$ cat src/hdl/fcs_pkg.sv
// ---------------------------------------------------------------------------
// fcs_pkg: shared types and constants of the floppy command sequencer
// Job codes passed from the front part to the emitter, plus result codes.
// ---------------------------------------------------------------------------
`default_nettype none
package fcs_pkg;

  typedef enum logic [1:0] {
    ACT_WRITE = 2'd0,
    ACT_READ  = 2'd1,
    ACT_DONE  = 2'd2
  } action_t;

  typedef enum logic [2:0] {
    ST_OK      = 3'd0,
    ST_RETRY   = 3'd1,
    ST_WPROT   = 3'd2,
    ST_BADDMA  = 3'd3,
    ST_BUSY    = 3'd4
  } status_t;

  typedef enum logic [3:0] {
    PH_IDLE       = 4'd0,
    PH_RST_IRQ    = 4'd1,
    PH_RST_SENSE  = 4'd2,
    PH_CAL_IRQ    = 4'd3,
    PH_CAL_SENSE  = 4'd4,
    PH_SEEK_IRQ   = 4'd5,
    PH_SEEK_SENSE = 4'd6,
    PH_XFER_IRQ   = 4'd7,
    PH_XFER_RES   = 4'd8
  } phase_t;

  typedef enum logic [1:0] {
    MOTOR_OFF  = 2'd0,
    MOTOR_ON   = 2'd1,
    MOTOR_WAIT = 2'd2
  } motor_t;

  localparam logic [2:0] KIND_RESET = 3'd0;
  localparam logic [2:0] KIND_READ  = 3'd1;
  localparam logic [2:0] KIND_WRITE = 3'd2;
  localparam logic [2:0] KIND_IRQ   = 3'd3;
  localparam logic [2:0] KIND_BYTE  = 3'd4;
  localparam logic [2:0] KIND_TICK  = 3'd5;

  localparam logic [9:0] PORT_DOR  = 10'h3f2;
  localparam logic [9:0] PORT_FIFO = 10'h3f5;
  localparam logic [9:0] PORT_CCR  = 10'h3f7;
  localparam logic [15:0] XFER_LAST = 16'h47ff;

  // one job: a flagged list of up to 11 result groups, rendered by the emitter
  typedef struct packed {
    logic       busy;      // single done, refused busy
    logic       dor_rst;   // DOR 0x00, DOR 0x0c
    logic       sense;     // sense interrupt + 2 fifo reads
    logic       xres;      // 7 fifo reads
    logic       ccr_spec;  // CCR 0, specify 3 bytes
    logic       motor_on;  // DOR 0x1c
    logic       recal;     // recalibrate 2 bytes
    logic       seek;      // seek 3 bytes
    logic       xfer;      // dma program + transfer command
    logic       dor_off;   // DOR 0x0c on motor stop
    logic       done;      // done result
    logic [2:0] status;
    logic       head;
    logic [7:0] cyl;
    logic       wr_op;
    logic [23:0] addr;
    logic [7:0] spec_t;
    logic [7:0] spec_l;
    logic [7:0] eot;
    logic [7:0] gap;
  } job_t;

  localparam int JOB_W = $bits(job_t);
  localparam int QDEPTH = 4;
  localparam int QAW = 2;

endpackage
`default_nettype wire

$ cat src/hdl/floppy_command_sequencer.sv
// ---------------------------------------------------------------------------
// floppy_command_sequencer: host command sequencer for a 765-style FDC
// Front decodes events into jobs, a 4-entry queue decouples, back emits.
// ---------------------------------------------------------------------------
//  channel   dir  tuser / tdata / tlast
//  s_axis    in   tuser[2:0] kind; tdata[7:0] cylinder, [15:8] reply_byte
//  m_axis    out  tuser[1:0] action; tdata[9:0] port, [17:10] value, [20:18] status; tlast
//  apb       in   eight registers at 4*i
//
//  an event is accepted whenever the queue has room
//  a job is written into the queue RAM and reaches the head through its registered read
//  the emitter steps to a job's first result, then emits one per cycle unless the output stalls
//  a job carries from 0 to 20 results, a busy refusal a single one
//  ready drops only on a full queue; rst is synchronous; RAM and output data are not reset
`default_nettype none
module floppy_command_sequencer (
  input  wire logic        clk,
  input  wire logic        rst,
  input  wire logic        s_axis_tvalid,
  output logic             s_axis_tready,
  input  wire logic [15:0] s_axis_tdata,  // cylinder, reply_byte
  input  wire logic [2:0]  s_axis_tuser,  // kind
  output logic             m_axis_tvalid,
  input  wire logic        m_axis_tready,
  output logic [23:0]      m_axis_tdata,  // port, value, status
  output logic [1:0]       m_axis_tuser,  // action
  output logic             m_axis_tlast,
  input  wire logic        psel,
  input  wire logic        penable,
  input  wire logic        pwrite,
  input  wire logic [4:0]  paddr,
  input  wire logic [31:0] pwdata,
  output logic [31:0]      prdata,
  output logic             pready
);
  logic [31:0] dma_address;
  logic [7:0]  specify_timing, specify_load, gap_length, sectors_per_track;
  logic [4:0]  transfer_retries, seek_retries;
  logic [3:0]  motor_idle_ticks;
  logic        push, pop, q_full;
  fcs_pkg::job_t job_in, job_out;
  logic [fcs_pkg::QAW-1:0] wp, rp;
  logic [fcs_pkg::QAW:0]   cnt;
  logic [fcs_pkg::JOB_W-1:0] rdata;
  logic        head_valid;
  logic [9:0]  port;
  logic [7:0]  value;
  logic [2:0]  status;

  assign pready = 1'b1;

  // configuration registers
  always_ff @(posedge clk) begin
    if (rst) begin
      dma_address <= '0;
      specify_timing <= 8'd223;
      specify_load <= 8'd2;
      gap_length <= 8'd27;
      sectors_per_track <= 8'd18;
      transfer_retries <= 5'd20;
      seek_retries <= 5'd10;
      motor_idle_ticks <= 4'd6;
    end else if (psel && penable && pwrite) begin
      unique case (paddr[4:2])
        3'd0: dma_address <= pwdata;
        3'd1: specify_timing <= pwdata[7:0];
        3'd2: specify_load <= pwdata[7:0];
        3'd3: gap_length <= pwdata[7:0];
        3'd4: sectors_per_track <= pwdata[7:0];
        3'd5: transfer_retries <= pwdata[4:0];
        3'd6: seek_retries <= pwdata[4:0];
        3'd7: motor_idle_ticks <= pwdata[3:0];
        default: ;
      endcase
    end
  end

  // register read back
  always_comb begin
    unique case (paddr[4:2])
      3'd0: prdata = dma_address;
      3'd1: prdata = {24'd0, specify_timing};
      3'd2: prdata = {24'd0, specify_load};
      3'd3: prdata = {24'd0, gap_length};
      3'd4: prdata = {24'd0, sectors_per_track};
      3'd5: prdata = {27'd0, transfer_retries};
      3'd6: prdata = {27'd0, seek_retries};
      3'd7: prdata = {28'd0, motor_idle_ticks};
      default: prdata = '0;
    endcase
  end

  fcs_front u_front (
    .clk, .rst,
    .in_valid(s_axis_tvalid), .in_ready(s_axis_tready),
    .kind(s_axis_tuser), .cylinder(s_axis_tdata[7:0]),
    .reply_byte(s_axis_tdata[15:8]),
    .dma_address, .specify_timing, .specify_load, .gap_length,
    .sectors_per_track, .transfer_retries, .seek_retries, .motor_idle_ticks,
    .q_full, .push, .job(job_in)
  );

  // job queue; head is read through the RAM's registered read port
  fcs_ram #(.Width(fcs_pkg::JOB_W), .Depth(fcs_pkg::QDEPTH)) u_q (
    .clk, .we(push), .waddr(wp), .wdata(job_in),
    .raddr(pop ? rp + 1'b1 : rp), .rdata
  );
  assign job_out = fcs_pkg::job_t'(rdata);
  assign q_full = (cnt == (fcs_pkg::QAW+1)'(fcs_pkg::QDEPTH));

  always_ff @(posedge clk) begin
    if (rst) begin
      wp <= '0;
      rp <= '0;
      cnt <= '0;
      head_valid <= 1'b0;
    end else begin
      if (push) wp <= wp + 1'b1;
      if (pop) rp <= rp + 1'b1;
      cnt <= cnt + (fcs_pkg::QAW+1)'(push) - (fcs_pkg::QAW+1)'(pop);
      // head data is valid once the registered read has seen a stored entry
      head_valid <= (cnt - (fcs_pkg::QAW+1)'(pop)) != '0 &&
                    !(pop && cnt == (fcs_pkg::QAW+1)'(1)) &&
                    !(!head_valid && cnt == '0);
    end
  end

  fcs_back u_back (
    .clk, .rst, .job_valid(head_valid), .job_take(pop), .job(job_out),
    .out_valid(m_axis_tvalid), .out_ready(m_axis_tready),
    .action(m_axis_tuser), .port, .value, .status, .last(m_axis_tlast)
  );

  assign m_axis_tdata = {3'b000, status, value, port};
endmodule
`default_nettype wire

$ cat src/hdl/fcs_ram.sv
// ---------------------------------------------------------------------------
// fcs_ram: generic single-port-write, one-read RAM with registered read
// Used as the job queue storage between front and back parts.
// ---------------------------------------------------------------------------
`default_nettype none
module fcs_ram #(
  parameter int Width = 8,
  parameter int Depth = 4
) (
  input  wire logic                     clk,
  input  wire logic                     we,
  input  wire logic [$clog2(Depth)-1:0] waddr,
  input  wire logic [Width-1:0]         wdata,
  input  wire logic [$clog2(Depth)-1:0] raddr,
  output logic      [Width-1:0]         rdata
);
  logic [Width-1:0] mem [Depth];

  // write port and registered read
  always_ff @(posedge clk) begin
    if (we) mem[waddr] <= wdata;
    rdata <= mem[raddr];
  end
endmodule
`default_nettype wire

$ cat src/hdl/fcs_front.sv
// ---------------------------------------------------------------------------
// fcs_front: sequencing state and classification of input events
// Updates phase, retry and motor state for each event and pushes one job.
// ---------------------------------------------------------------------------
`default_nettype none
module fcs_front (
  input  wire logic         clk,
  input  wire logic         rst,
  input  wire logic         in_valid,
  output logic              in_ready,
  input  wire logic [2:0]   kind,
  input  wire logic [7:0]   cylinder,
  input  wire logic [7:0]   reply_byte,
  input  wire logic [31:0]  dma_address,
  input  wire logic [7:0]   specify_timing,
  input  wire logic [7:0]   specify_load,
  input  wire logic [7:0]   gap_length,
  input  wire logic [7:0]   sectors_per_track,
  input  wire logic [4:0]   transfer_retries,
  input  wire logic [4:0]   seek_retries,
  input  wire logic [3:0]   motor_idle_ticks,
  input  wire logic         q_full,
  output logic              push,
  output fcs_pkg::job_t     job
);
  fcs_pkg::phase_t phase, phase_next;
  fcs_pkg::motor_t motor_mode, motor_mode_next;
  logic       wr_op, wr_op_next;
  logic [4:0] attempt_count, attempt_count_next;
  logic [7:0] target_cylinder, target_cylinder_next;
  logic       seek_head, seek_head_next;
  logic [2:0] reply_index, reply_index_next;
  logic [7:0] status_zero, status_zero_next;
  logic [7:0] status_one, status_one_next;
  logic [7:0] status_two, status_two_next;
  logic [3:0] idle_countdown, idle_countdown_next;
  logic [4:0] bumped;
  logic       dma_bad, err;
  logic [16:0] end_addr;

  assign in_ready = !q_full;
  assign bumped = attempt_count + 5'd1;
  assign end_addr = {1'b0, dma_address[15:0]} + {1'b0, fcs_pkg::XFER_LAST};
  assign dma_bad = (dma_address[31:24] != 8'd0) || end_addr[16];
  assign err = ((status_zero & 8'hc8) != 8'd0) || ((status_one & 8'hb5) != 8'd0) ||
               ((status_two & 8'h77) != 8'd0) || (reply_byte != 8'd2);

  // event decode: next state and the job describing the results
  always_comb begin
    phase_next = phase;
    motor_mode_next = motor_mode;
    wr_op_next = wr_op;
    attempt_count_next = attempt_count;
    target_cylinder_next = target_cylinder;
    seek_head_next = seek_head;
    reply_index_next = reply_index;
    status_zero_next = status_zero;
    status_one_next = status_one;
    status_two_next = status_two;
    idle_countdown_next = idle_countdown;
    job = '0;
    job.addr = dma_address[23:0];
    job.spec_t = specify_timing;
    job.spec_l = specify_load;
    job.eot = sectors_per_track;
    job.gap = gap_length;
    unique case (kind)
      fcs_pkg::KIND_RESET, fcs_pkg::KIND_READ, fcs_pkg::KIND_WRITE: begin
        if (phase != fcs_pkg::PH_IDLE) begin
          job.busy = 1'b1;
        end else begin
          wr_op_next = (kind == fcs_pkg::KIND_WRITE);
          attempt_count_next = 5'd0;
          if (kind == fcs_pkg::KIND_RESET) begin
            job.dor_rst = 1'b1;
            motor_mode_next = fcs_pkg::MOTOR_OFF;
            phase_next = fcs_pkg::PH_RST_IRQ;
          end else begin
            target_cylinder_next = cylinder;
            seek_head_next = 1'b0;
            job.motor_on = (motor_mode == fcs_pkg::MOTOR_OFF);
            motor_mode_next = fcs_pkg::MOTOR_ON;
            job.seek = 1'b1;
            job.head = 1'b0;
            job.cyl = cylinder;
            phase_next = fcs_pkg::PH_SEEK_IRQ;
          end
        end
      end
      fcs_pkg::KIND_IRQ: begin
        priority case (phase)
          fcs_pkg::PH_RST_IRQ, fcs_pkg::PH_CAL_IRQ, fcs_pkg::PH_SEEK_IRQ: begin
            job.sense = 1'b1;
            reply_index_next = 3'd0;
            phase_next = fcs_pkg::phase_t'(phase + 4'd1);
          end
          fcs_pkg::PH_XFER_IRQ: begin
            job.xres = 1'b1;
            reply_index_next = 3'd0;
            phase_next = fcs_pkg::PH_XFER_RES;
          end
          default: ;
        endcase
      end
      fcs_pkg::KIND_BYTE: begin
        priority case (phase)
          fcs_pkg::PH_RST_SENSE: begin
            if (reply_index == 3'd0) begin
              reply_index_next = 3'd1;
            end else begin
              job.ccr_spec = 1'b1;
              job.motor_on = (motor_mode == fcs_pkg::MOTOR_OFF);
              motor_mode_next = fcs_pkg::MOTOR_ON;
              attempt_count_next = 5'd0;
              job.recal = 1'b1;
              phase_next = fcs_pkg::PH_CAL_IRQ;
            end
          end
          fcs_pkg::PH_CAL_SENSE, fcs_pkg::PH_SEEK_SENSE: begin
            if (reply_index == 3'd0) begin
              status_zero_next = reply_byte;
              reply_index_next = 3'd1;
            end else if ((status_zero[7:6] == 2'b00) &&
                         (reply_byte == ((phase == fcs_pkg::PH_CAL_SENSE) ?
                                         8'd0 : target_cylinder))) begin
              if (phase == fcs_pkg::PH_CAL_SENSE) begin
                job.done = 1'b1;
                job.status = fcs_pkg::ST_OK;
              end else begin
                attempt_count_next = 5'd0;
                job.cyl = target_cylinder;
                job.wr_op = wr_op;
                if (!seek_head) begin
                  // motor is already on here, so engage rewrites nothing but mode
                  seek_head_next = 1'b1;
                  motor_mode_next = fcs_pkg::MOTOR_ON;
                  job.seek = 1'b1;
                  job.head = 1'b1;
                  phase_next = fcs_pkg::PH_SEEK_IRQ;
                end else if (dma_bad) begin
                  job.done = 1'b1;
                  job.status = fcs_pkg::ST_BADDMA;
                end else begin
                  motor_mode_next = fcs_pkg::MOTOR_ON;
                  job.xfer = 1'b1;
                  phase_next = fcs_pkg::PH_XFER_IRQ;
                end
              end
            end else begin
              attempt_count_next = bumped;
              if (bumped >= seek_retries) begin
                job.done = 1'b1;
                job.status = fcs_pkg::ST_RETRY;
              end else if (phase == fcs_pkg::PH_CAL_SENSE) begin
                job.recal = 1'b1;
                phase_next = fcs_pkg::PH_CAL_IRQ;
              end else begin
                job.seek = 1'b1;
                job.head = seek_head;
                job.cyl = target_cylinder;
                phase_next = fcs_pkg::PH_SEEK_IRQ;
              end
            end
          end
          fcs_pkg::PH_XFER_RES: begin
            if (reply_index == 3'd0) status_zero_next = reply_byte;
            if (reply_index == 3'd1) status_one_next = reply_byte;
            if (reply_index == 3'd2) status_two_next = reply_byte;
            if (reply_index < 3'd6) begin
              reply_index_next = reply_index + 3'd1;
            end else if (status_one[1]) begin
              job.done = 1'b1;
              job.status = fcs_pkg::ST_WPROT;
            end else if (!err) begin
              job.done = 1'b1;
              job.status = fcs_pkg::ST_OK;
            end else begin
              attempt_count_next = bumped;
              if (bumped >= transfer_retries) begin
                job.done = 1'b1;
                job.status = fcs_pkg::ST_RETRY;
              end else begin
                job.motor_on = (motor_mode == fcs_pkg::MOTOR_OFF);
                motor_mode_next = fcs_pkg::MOTOR_ON;
                job.cyl = target_cylinder;
                job.wr_op = wr_op;
                if (dma_bad) begin
                  job.done = 1'b1;
                  job.status = fcs_pkg::ST_BADDMA;
                end else begin
                  job.xfer = 1'b1;
                  phase_next = fcs_pkg::PH_XFER_IRQ;
                end
              end
            end
          end
          default: ;
        endcase
      end
      fcs_pkg::KIND_TICK: begin
        if (motor_mode == fcs_pkg::MOTOR_WAIT) begin
          if (idle_countdown <= 4'd1) begin
            idle_countdown_next = 4'd0;
            job.dor_off = 1'b1;
            motor_mode_next = fcs_pkg::MOTOR_OFF;
          end else begin
            idle_countdown_next = idle_countdown - 4'd1;
          end
        end
      end
      default: ;
    endcase
    // an operation that ends leaves the motor waiting
    if (job.done) begin
      motor_mode_next = fcs_pkg::MOTOR_WAIT;
      idle_countdown_next = motor_idle_ticks;
      phase_next = fcs_pkg::PH_IDLE;
    end else if (kind == fcs_pkg::KIND_BYTE && phase == fcs_pkg::PH_SEEK_SENSE &&
                 reply_index != 3'd0 && phase_next != fcs_pkg::PH_SEEK_SENSE &&
                 attempt_count_next == 5'd0) begin
      idle_countdown_next = motor_idle_ticks;
    end
  end

  assign push = in_valid && in_ready;

  // sequencing state
  always_ff @(posedge clk) begin
    if (rst) begin
      phase <= fcs_pkg::PH_IDLE;
      motor_mode <= fcs_pkg::MOTOR_OFF;
      wr_op <= 1'b0;
      attempt_count <= '0;
      target_cylinder <= '0;
      seek_head <= 1'b0;
      reply_index <= '0;
      status_zero <= '0;
      status_one <= '0;
      status_two <= '0;
      idle_countdown <= '0;
    end else if (push) begin
      phase <= phase_next;
      motor_mode <= motor_mode_next;
      wr_op <= wr_op_next;
      attempt_count <= attempt_count_next;
      target_cylinder <= target_cylinder_next;
      seek_head <= seek_head_next;
      reply_index <= reply_index_next;
      status_zero <= status_zero_next;
      status_one <= status_one_next;
      status_two <= status_two_next;
      idle_countdown <= idle_countdown_next;
    end
  end

  // the reply index never goes beyond the last of the seven result bytes
  assert property (@(posedge clk) disable iff (rst) reply_index <= 3'd6)
    else $error("reply index out of range");
  // a done job always returns the phase to idle
  assert property (@(posedge clk) disable iff (rst) push && job.done |=>
                   phase == fcs_pkg::PH_IDLE)
    else $error("phase not idle after done");
  // busy refusal changes no phase
  assert property (@(posedge clk) disable iff (rst) push && job.busy |=>
                   phase == $past(phase))
    else $error("busy refusal changed phase");
endmodule
`default_nettype wire

$ cat src/hdl/fcs_back.sv
// ---------------------------------------------------------------------------
// fcs_back: job emitter
// Walks the result slots of one job, one result per cycle unless the output
// stalls, into a skid-free output register; the last emitted slot carries tlast.
// ---------------------------------------------------------------------------
`default_nettype none
module fcs_back (
  input  wire logic        clk,
  input  wire logic        rst,
  input  wire logic        job_valid,
  output logic             job_take,
  input  fcs_pkg::job_t    job,
  output logic             out_valid,
  input  wire logic        out_ready,
  output logic [1:0]       action,
  output logic [9:0]       port,
  output logic [7:0]       value,
  output logic [2:0]       status,
  output logic             last
);
  // slot numbering over the full result list of a job
  localparam int NSLOT = 42;
  logic [5:0] slot, slot_next;
  logic       en;
  logic [1:0] s_act;
  logic [9:0] s_port;
  logic [7:0] s_val;
  logic [2:0] s_st;
  logic [5:0] nxt;
  logic       more;
  logic       load;

  // is slot s part of this job
  function automatic logic slot_en(input fcs_pkg::job_t j, input logic [5:0] s);
    logic r;
    r = 1'b0;
    if (s == 6'd0) r = j.busy;
    else if (s <= 6'd2) r = j.dor_rst;
    else if (s <= 6'd5) r = j.sense;
    else if (s <= 6'd12) r = j.xres;
    else if (s <= 6'd16) r = j.ccr_spec;
    else if (s == 6'd17) r = j.motor_on;
    else if (s <= 6'd19) r = j.recal;
    else if (s <= 6'd22) r = j.seek;
    else if (s <= 6'd41) r = j.xfer;
    else if (s == 6'd42) r = j.dor_off;
    else r = j.done;
    return r;
  endfunction

  logic [NSLOT+1:0] mask;
  always_comb begin
    for (int i = 0; i < NSLOT + 2; i++) mask[i] = slot_en(job, 6'(i));
  end

  // first enabled slot at or after slot+1
  always_comb begin
    nxt = 6'd0;
    more = 1'b0;
    for (int i = NSLOT + 1; i >= 0; i--) begin
      if (mask[i] && 6'(i) > slot) begin
        nxt = 6'(i);
        more = 1'b1;
      end
    end
  end

  // slot contents
  always_comb begin
    s_act = fcs_pkg::ACT_WRITE;
    s_port = fcs_pkg::PORT_FIFO;
    s_val = 8'd0;
    s_st = 3'd0;
    unique case (slot)
      6'd0: begin s_act = fcs_pkg::ACT_DONE; s_port = '0; s_st = fcs_pkg::ST_BUSY; end
      6'd1: begin s_port = fcs_pkg::PORT_DOR; s_val = 8'h00; end
      6'd2: begin s_port = fcs_pkg::PORT_DOR; s_val = 8'h0c; end
      6'd3: s_val = 8'h08;
      6'd4, 6'd5, 6'd6, 6'd7, 6'd8, 6'd9, 6'd10, 6'd11, 6'd12: s_act = fcs_pkg::ACT_READ;
      6'd13: begin s_port = fcs_pkg::PORT_CCR; s_val = 8'h00; end
      6'd14: s_val = 8'h03;
      6'd15: s_val = job.spec_t;
      6'd16: s_val = job.spec_l;
      6'd17: begin s_port = fcs_pkg::PORT_DOR; s_val = 8'h1c; end
      6'd18: s_val = 8'h07;
      6'd19: s_val = 8'h00;
      6'd20: s_val = 8'h0f;
      6'd21: s_val = {5'd0, job.head, 2'd0};
      6'd22: s_val = job.cyl;
      6'd23: begin s_port = 10'h00a; s_val = 8'h06; end
      6'd24: begin s_port = 10'h00c; s_val = 8'hff; end
      6'd25: begin s_port = 10'h004; s_val = job.addr[7:0]; end
      6'd26: begin s_port = 10'h004; s_val = job.addr[15:8]; end
      6'd27: begin s_port = 10'h081; s_val = job.addr[23:16]; end
      6'd28: begin s_port = 10'h00c; s_val = 8'hff; end
      6'd29: begin s_port = 10'h005; s_val = fcs_pkg::XFER_LAST[7:0]; end
      6'd30: begin s_port = 10'h005; s_val = fcs_pkg::XFER_LAST[15:8]; end
      6'd31: begin s_port = 10'h00b; s_val = job.wr_op ? 8'h4a : 8'h46; end
      6'd32: begin s_port = 10'h00a; s_val = 8'h02; end
      6'd33: s_val = job.wr_op ? 8'hc5 : 8'hc6;
      6'd34: s_val = 8'h00;
      6'd35: s_val = job.cyl;
      6'd36: s_val = 8'h00;
      6'd37: s_val = 8'h01;
      6'd38: s_val = 8'h02;
      6'd39: s_val = job.eot;
      6'd40: s_val = job.gap;
      6'd41: s_val = 8'hff;
      6'd42: begin s_port = fcs_pkg::PORT_DOR; s_val = 8'h0c; end
      6'd43: begin s_act = fcs_pkg::ACT_DONE; s_port = '0; s_st = job.status; end
      default: ;
    endcase
  end

  assign en = job_valid && mask[slot];
  assign load = !out_valid || out_ready;

  // walk slots; a job with no slots is dropped at once
  always_comb begin
    job_take = 1'b0;
    slot_next = slot;
    if (job_valid && (load || !en)) begin
      if (more) slot_next = nxt;
      else begin
        slot_next = 6'd0;
        job_take = 1'b1;
      end
    end
    if (job_valid && !en && slot == 6'd0 && !more) job_take = 1'b1;
  end

  always_ff @(posedge clk) begin
    if (rst) begin
      slot <= '0;
      out_valid <= 1'b0;
    end else begin
      slot <= slot_next;
      if (load) out_valid <= en;
    end
  end

  // output register
  always_ff @(posedge clk) begin
    if (load && en) begin
      action <= s_act;
      port <= s_port;
      value <= s_val;
      status <= s_st;
      last <= !more;
    end
  end

  // after a job is released the slot walk is back at slot 0
  assert property (@(posedge clk) disable iff (rst) job_take |=> slot == 6'd0)
    else $error("slot not rewound");
  assert property (@(posedge clk) disable iff (rst) out_valid && !out_ready |=>
                   out_valid)
    else $error("result dropped while stalled");
  assert property (@(posedge clk) disable iff (rst) !job_valid |=> slot == $past(slot))
    else $error("slot moved without job");
endmodule
`default_nettype wire
$ cat config.mk
export PLATFORM = sky130hd
export DESIGN_NAME = floppy_command_sequencer
export DESIGN_NICKNAME = d
export VERILOG_FILES = /design/src/hdl/fcs_pkg.sv /design/src/hdl/floppy_command_sequencer.sv /design/src/hdl/fcs_ram.sv /design/src/hdl/fcs_front.sv /design/src/hdl/fcs_back.sv
export SDC_FILE = /design/constraint.sdc
export NUM_CORES = 1
export LEC_CHECK = 0
export ABC_AREA = 1
export BUFFER_PORTS_ARGS = -buffer_cell sky130_fd_sc_hd__buf_2
export CAP_MARGIN = 0
export CORE_MARGIN = 2
export CORE_UTILIZATION = 56
export CTS_CLUSTER_DIAMETER = 50
export DETAILED_ROUTE_END_ITERATION = 8
export PLACE_DENSITY = 0.87
export SLEW_MARGIN = 5
export SYNTH_ARGS = -nofsm -noshare
export SYNTH_HDL_FRONTEND = slang
export SYNTH_HIERARCHICAL = 1
export SYNTH_SLANG_ARGS = --single-unit
$ cat constraint.sdc
create_clock -name clk -period 7.2 [get_ports clk]
set_input_delay 0.72 -clock clk [delete_from_list [all_inputs] [get_ports clk]]
set_output_delay 0.72 -clock clk [all_outputs]
set_load 0.01 [all_outputs]
==> results of run 1 <==
-- flip-flops by register name (all words and copies together), names as in the netlist, 3 cells and up --
register and count:
u_q/mem 320, u_q/rdata 80, dma_address 32, gap_length 8, sectors_per_track 8, specify_load 8, specify_timing 8, u_back/value 8
u_front/target_cylinder 8, u_back/port 6, u_back/slot 6, u_front/status_one 6, u_front/status_two 6, seek_retries 5, transfer_retries 5, u_front/attempt_count 5
motor_idle_ticks 4, u_front/idle_countdown 4, u_front/phase 4, cnt 3, u_back/status 3, u_front/reply_index 3, u_front/status_zero 3
-- cell families after synthesis --
group | after synthesis
and+or+nand+nor | 1465
other | 3
adders and majority gates | 26
xor gates and xnor gates | 6
buffers and inverters | 721
DFF | 556
AOI/OAI and AO/OA | 288
-- report_power, final --
part	internal, mW	switching, mW
clock network	1.74	1.30
registers	3.56	0.0990
logic	0.198	0.477
-- stage by stage --
stage	power [mW]	cells	instance area, um^2	TNS [ns]	worst slack, ns
6_report	7.37	3757	29400	0	1.86
3_5_place_dp	4.37	3647	27500	0	1.92
2_1_floorplan	4.17	3067	27100	-1.75	-0.00574
4_1_cts	7.38	3755	29400	0	1.89
5_1_grt	7.60	3755	29400	0	1.35
3_3_place_gp	4.35	3647	27500	0	1.97
-- path summary, 6_finish.rpt --
| check | end | slack, ns | cells past startpoint |
|---|---|---|---|
| hold reg to reg | u_front/wr_op$_SDFFE_PP0P_ | 0.47 | 2 |
| setup reg to reg | u_q/rdata[13]$_DFF_P_ | 1.86 | 19 |
| hold / removal | dma_address[31]$_SDFFE_PP0P_ | 0.32 | 3 |
| setup / recovery | u_q/rdata[13]$_DFF_P_ | 1.86 | 19 |
-- layout make-up --
type,count,area (um^2),share of cell area [%]
flip-flops and latches,556,14500,49.4
multi-input cells,1790,9350,31.8
inverters,552,2090,7.08
clock buffers,73,1560,5.29
well taps,615,769,2.61
repair buffers,134,736,2.50
clock inverters,35,408,1.39
diodes,2,5.00,0.0170
-- worst register-to-register path, stage by stage, from the launching register on --
cell      delay, ns
dfxtp_1        0.62
inv_1          0.11
nor2_1         0.14
inv_1          0.11
nor3_1         0.28
inv_1          0.13
nor2_1         0.25
inv_1          0.15
nand3_1        0.14
nand4_1        0.12
nor4_1         0.49
inv_1          0.09
nor2_1         0.31
nand2_1        0.13
xor2_1         0.23
clkinv_2       0.42
inv_4          0.89
buf_4          0.49
nand3_2        0.11
nand2_1        0.09
-- cells in the final DEF (no fill, tap or decap), types with 9 or more instances in the layout --
cell type / instances
nand2_1: 682
nand2_4: 82
buf_4: 14
inv_2: 19
nand3_2: 84
o211ai_1: 11
o21ai_1: 12
ha_1: 25
inv_1: 524
dfxtp_1: 216
a21oi_1: 71
nor2_2: 12
nand3_1: 189
buf_2: 118
nor2_1: 287
o21ai_0: 126
nand4_1: 36
a211oi_1: 13
edfxtp_1: 340
nand2_2: 9
a221oi_1: 13
clkbuf_1: 10
clkbuf_16: 58
clkinv_2: 11
nor3_1: 57
nor2_4: 11
-- Yosys cell counts (10+ instances only) --
| library cell | number | share of area (%) |
|---|---|---|
| clkbuf_1 | 30 | 0.42 |
| nand2_4 | 82 | 3.4 |
| nor2_1 | 289 | 4.0 |
| buf_2 | 44 | 0.81 |
| o21ai_1 | 12 | 0.22 |
| o211ai_1 | 11 | 0.30 |
| buf_4 | 74 | 2.0 |
| inv_2 | 19 | 0.26 |
| ha_1 | 25 | 1.2 |
| a21oi_1 | 71 | 1.3 |
| inv_1 | 525 | 7.3 |
| nand2_1 | 682 | 9.4 |
| nor2_2 | 11 | 0.25 |
| nand3_1 | 190 | 3.5 |
| dfxtp_1 | 216 | 16 |
| o21ai_0 | 126 | 2.3 |
| a211oi_1 | 13 | 0.36 |
| nor3_1 | 61 | 1.1 |
| edfxtp_1 | 340 | 38 |
| nand3_2 | 83 | 3.1 |
| a221oi_1 | 13 | 0.42 |
| nor2_4 | 10 | 0.42 |
| nand4_1 | 36 | 0.83 |
-- layer usage --
layer,vias up,share of wire (%),GRT usage (%)
met5,-,0,0
met2,1174,47,44.5
met3,183,11,5.86
met1,9493,38,33.9
li1,9816,-,-
met4,0,4.1,11.4
==> results by group, run 1 <==
STA
  • Endpoints failing hold: 0
  • Fmax: 187 MHz
  • Unrepaired setup endpoints after global routing: no
  • Fin. max-slew vios: 0
  • Worst hold slack: 0.322 ns
  • Fin crit period: roughly 5.3 ns
  • Period Utilization, post-route: 74.2%
  • Slew headroom: 24.5%
  • Worst-margin pin slew: approximately 1.1 ns
  • Worst clock skew: 0.0413 ns
  • Final setup vio count: 0

Clock network
  • Clk root buf: clkbuf_16
  • Total clock buffers created by CTS: 57
  • Post-CTS Hold Buffers: 0
  • Post_cts resized: 0
  • CTS clock-pin slew for the worst setup and hold paths: roughly 0.060 ns
  • TritonCTS clock tree: built
  • H-tree levels: 2
  • CTS Buffer Depth: 3
  • Clock sinks: 556
  • Clk_lat worst skew: 0.64 ns
  • Post-CTS Setup Bufs: 0

Die
  • Core Area: 47700 um^2
  • Die width: 224 um
  • I/O pins: 125
  • Die ar.: 50200 um^2
  • Initial Util: 56.8%
  • Die Ht: roughly 220 um
  • FP Rows: 80

Cells and area
  • Area Overhead vs Synth: 8.65%
  • Fin util: 61.7%
  • Fill cells: 3560
  • Nets: between 3000 and 4000
  • Layout cells sized above 1: 14.8%

Route
  • Drt pass-1 iters: 8
  • Wirelength, routed: 67.5 mm
  • Vias/cell: 5.50
  • WL per Instance: 18.0 um
  • Post-route antenna net violation count: 0
  • Total number of vias: 20700
  • # DRC: 0
  • Initial drt markers: 2134

Setup path
  • CP Launch Type: flop
  • Critical path startpoint: u_back/slot[0]$_SDFFE_PP0P_
  • CP Buf/Inv Count: 8
  • RR Startpoint: u_back/slot[0]$_SDFFE_PP0P_
  • Most used cell along the critical path: inv_1
  • Critical-path cell list: inv_1 > nor2_1 > inv_1 > nor3_1 > inv_1 > nor2_1 > inv_1 > nand3_1 > nand4_1 > nor4_1 > inv_1 > nor2_1 > nand2_1 > xor2_1 > clkinv_2 > inv_4 > buf_4 > nand3_2 > nand2_1
  • CP delay by family, top: buffers and inverters
  • Crit. End Element: flop
  • Worst-path fanout max: 56
  • Worst path arrival time: 5.91 ns
  • Slowest-stage cell, CP: inv_4
  • Req. time, crit path: 7.77 ns
  • Crit path kind: flop to flop
  • Critical Path Max Stage Delay: 0.88 ns

Global route
  • Vias in the first global route: 19700
  • Global route total overflow: 0
  • Initial antenna violation count: 3
  • First-pass GRT wire length: between 100 and 150 mm
  • Global Route Usage Sum: 26.8%
  • Largest net degree at the start of global routing: 161

Synth
  • Top_reg_cell synth: edfxtp_1
  • Synthesized area: 27100 um^2
  • Register area share after synthesis: 53.6%
  • Synth Area in Adders: 1.23%
  • FF+latch count, synth: approximately 560
  • Syn. warnings: 6
  • Post-synthesis simple-gate area fraction: 26.7%
  • Asr flop ratio synth: 0%
  • Synth Area in Compound Gates: under 10%
  • Largest family of logic cells by synthesized area: simple AND/OR/NAND/NOR gates
  • Syn Area/Cell: just under 9 um^2
  • Post-synth EDFFs: 340
  • Post-synthesis mux area share: 0%
  • Post-synthesis xor/xnor area fraction: less than 1%
  • Syn Inst Count: 3065
  • Yosys cell types: between 60 and 70

Pwr
  • Leakage: 13.3 nW
  • Power Density: 250 nW/um^2
  • VDD IR-drop max: between 0.2 and 0.25 mV

Min path
  • Hold Crit Start: pwdata[31]
  • Hold/Removal Path Class: primary input to flop

Run status
  • Status: finished, final reports clean

Placement
  • DP Wirelength: approximately 43 mm
  • GPL Wtd Cong: 0.976
  • IO Port Bufs: 118

Job
  • Max-cap violation count: 0
Power figures use the tool's default switching activity.
==> inputs of run 2 (changes only) <==
--- a/config.mk
+++ b/config.mk
@@ -9,10 +9,10 @@
 export BUFFER_PORTS_ARGS = -buffer_cell sky130_fd_sc_hd__buf_2
 export CAP_MARGIN = 0
 export CORE_MARGIN = 2
-export CORE_UTILIZATION = 56
+export CORE_UTILIZATION = 60
 export CTS_CLUSTER_DIAMETER = 50
 export DETAILED_ROUTE_END_ITERATION = 8
-export PLACE_DENSITY = 0.87
+export PLACE_DENSITY = 0.88
 export SLEW_MARGIN = 5
 export SYNTH_ARGS = -nofsm -noshare
 export SYNTH_HDL_FRONTEND = slang
==> constraint.sdc (replaced) <==
create_clock -name clk -period 5.4 [get_ports clk]
set_input_delay 0.54 -clock clk [delete_from_list [all_inputs] [get_ports clk]]
set_output_delay 0.54 -clock clk [all_outputs]
set_load 0.01 [all_outputs]
==> run 2 against run 1 <==
  * Clock power increased by 36%
  * Global-route usage increased by 2.6 points
  * Non-clock buffer count increased by 11
  * Die area decreased by 6.5%
  * Maximum frequency increased by 18%
  * Sequential power increased by 33%
  * Design area increased by 0.44%
  * Register-to-register slack got worse by 0.98 ns
  * Worst setup slack got worse by 0.98 ns
  * Combinational power increased by 34%
==> results by group, run 2 (synthesis results as in run 1) <==
Pwr
  • Part of the power in registers: 49.2% (-0.4 points)
  • Combinational share of power: 9.1% (about the same)
  • VDD IR-drop max: 0.229 mV (-3.9%)
  • Clock share of power: 41.7% (+0.5 points)
  • Leakage: 13.4 nW (+0.74%)
  • Net Sw Power: 2.45 mW (+30%)
  • Internal power: 7.47 mW (+36%)
  • Power Density: 335 nW/um^2 (+34%)
  • Switching Share: 24.7% (-0.78 points)
  • Tot Pwr: 9.92 mW (+35%)

Setup path
  • Crit path kind: flop to flop
  • Critical path startpoint: u_back/slot[0]$_SDFFE_PP0P_
  • CP Launch Type: flop
  • Worst-path fanout max: 46 (-18%)
  • Crit. End Element: flop
  • Worst path arrival time: 5.06 ns (-0.85 ns)
  • RR Startpoint: u_back/slot[0]$_SDFFE_PP0P_
  • Req. time, crit path: 5.94 ns (-1.83 ns)

Route
  • WL per Instance: 18.6 um (+3.4%)
  • Total number of vias: 21000 (+1.7%)
  • Vias/cell: 5.62 (+2.1%)
  • Post-route antenna net violation count: 0 (unchanged)
  • Initial drt markers: 2679 (+26%)
  • # DRC: 0 (unchanged)
  • Wirelength, routed: 69.5 mm (+3.0%)
  • Drt pass-1 iters: 7 (-1)

Die
  • I/O pins: 125 (unchanged)
  • Die width: 217 um (-3.3%)
  • Core Area: 44400 um^2 (-7.0%)
  • FP Rows: 77 (-3.8%)
  • Initial Util: 61.0% (+4.3 points)
  • Die ar.: 46900 um^2 (-6.5%)
  • Die Ht: 217 um (-3.3%)

STA
  • Worst hold slack: 0.153 ns (-0.169 ns)
  • Setup TNS Final: 0 ns (unchanged)
  • Endpoints failing hold: 0 (unchanged)
  • Slew headroom: 21.0% (-3.4 points)
  • Fin crit period: 4.52 ns (-0.824 ns)
  • Worst-margin pin slew: 1.18 ns (+0.0560 ns)
  • Fmax: 221 MHz (+18%)
  • Final setup vio count: 0 (unchanged)
  • Period Utilization, post-route: 83.7% (+9.5 points)
  • Fin. max-slew vios: 0 (unchanged)
  • Worst clock skew: 0.0279 ns (-0.0134 ns)
  • Unrepaired setup endpoints after global routing: no

Clock network
  • Post_cts resized: 0 (unchanged)
  • Total clock buffers created by CTS: 57 (unchanged)
  • Post-CTS Setup Bufs: 0 (unchanged)
  • Clk root buf: clkbuf_16
  • Clock sinks: 556 (unchanged)
  • TritonCTS clock tree: built
  • CTS clock-pin slew for the worst setup and hold paths: 0.06 ns (about the same)
  • Clk_lat worst skew: 0.62 ns (-0.02 ns)
  • CTS Buffer Depth: 3 (unchanged)
  • H-tree levels: 2 (unchanged)
  • Post-CTS Hold Buffers: 0 (unchanged)

Cells and area
  • Commonest non-fill, non-tap cell in the layout: nand2_1
  • Most frequent cells in the layout: 682 x nand2_1, 524 x inv_1, 340 x edfxtp_1, 287 x nor2_1, 216 x dfxtp_1
  • Layout cells sized above 1: 14.9% (+0.075 points)
  • Most flops, register: u_q/mem
  • Largest register FFs: 320 (unchanged)
  • Nets: 3191 (+0.35%)
  • Final Cell Area: 29600 um^2 (+0.44%)
  • Biggest regs: u_q/mem x320, u_q/rdata x80, dma_address x32
  • Fill cells: 3119 (-12%)
  • Area Overhead vs Synth: 9.12%
  • Non-Filler Instances: 3744 (-0.35%)

Job
  • Max-cap violation count: 0 (unchanged)

Global route
  • Vias in the first global route: 20400 (+3.7%)
  • Global route total overflow: 0 (unchanged)
  • Global Route Usage Sum: 29.4% (+2.6 points)
  • First-pass GRT wire length: 108 mm (+3.2%)
  • Initial antenna violation count: 2 (-1)
  • Largest net degree at the start of global routing: 161 (unchanged)

Placement
  • Placed Area: 27600 um^2 (+0.33%)
  • Cells after DPL: 3635 (-0.33%)
  • DP Wirelength: 44.4 mm (+2.3%)
  • IO Port Bufs: 118 (unchanged)
  • GPL Wtd Cong: 0.981 (+0.46%)

Min path
  • Hold Crit Start: pwdata[26]
  • Hold/Removal Path Class: primary input to flop

Run status
  • Status: finished, final reports clean
## run 2: cell count changes in the layout (fill, tap and decap cells not counted), sizes merged
cell      change
clkbuf        +6
clkinv        -2
buf          +11
diode         -1
clkinvlp      -6
bufinv        +2
## run 2: worst max-delay path: stages (launching register included)
cell	delay, ns
dfxtp_1	0.58
inv_1	0.12
nor2_1	0.16
inv_1	0.12
nor3_1	0.30
inv_1	0.14
nor2_1	0.24
inv_1	0.16
nand3_1	0.17
nand4_1	0.12
nor4_1	0.41
inv_1	0.08
nor2_1	0.31
nand2_1	0.14
xor2_1	0.25
clkinv_2	0.17
inv_4	0.08
buf_4	0.57
nand3_1	0.15
nand2_1	0.14
## run 2: routing by layer
layer | vias up | wire [um] | part of all wire, % | global-route usage (%)
li1 | 9832 | - | - | -
met1 | 9704 | 26400 | 38 | 37.9
met2 | 1234 | 32000 | 46 | 47.4
met3 | 254 | 7980 | 11 | 6.85
met4 | 0 | 3020 | 4.3 | 13.4
met5 | - | 0 | 0 | 0
## run 2: final cells by class
class / count / area [um^2] / area share [%]
Inverter: 552 / 2090 / 7.05
Timing Repair Buffer: 145 / 856 / 2.89
Sequential cell: 556 / 14500 / 49.1
Multi-Input combinational cell: 1790 / 9350 / 31.6
Clock inverter: 29 / 374 / 1.26
Antenna cell: 1 / 2.50 / 0.00846
Clock buffer: 79 / 1630 / 5.52
Tap cell: 592 / 741 / 2.50
## run 2: per-stage QoR
step                util, %  setup slack [ns]
floorplan                 -             -1.74
global placement       62.1              1.04
detailed placement     62.1              1.04
CTS                    66.6             0.982
global route           66.6             0.459
finish                 66.6             0.880
## run 2: final timing paths
path	to	slack (ns)	depth (start not counted)
setup / recovery	u_q/rdata[69]$_DFF_P_	0.88	19
hold / removal	dma_address[26]$_SDFFE_PP0P_	0.15	3
setup reg to reg	u_q/rdata[69]$_DFF_P_	0.88	19
hold reg to reg	u_front/status_two[0]$_SDFFE_PP0P_	0.46	2
## run 2: power by group through the flow
stage,Sequential [mW],Clock [mW],Combinational (mW)
4_1_cts,4.87,4.16,0.887
5_1_grt,4.89,4.32,0.998
3_3_place_gp,4.95,0,0.847
6_report,4.88,4.14,0.904
3_5_place_dp,4.96,0,0.870
2_1_floorplan,4.92,0,0.643
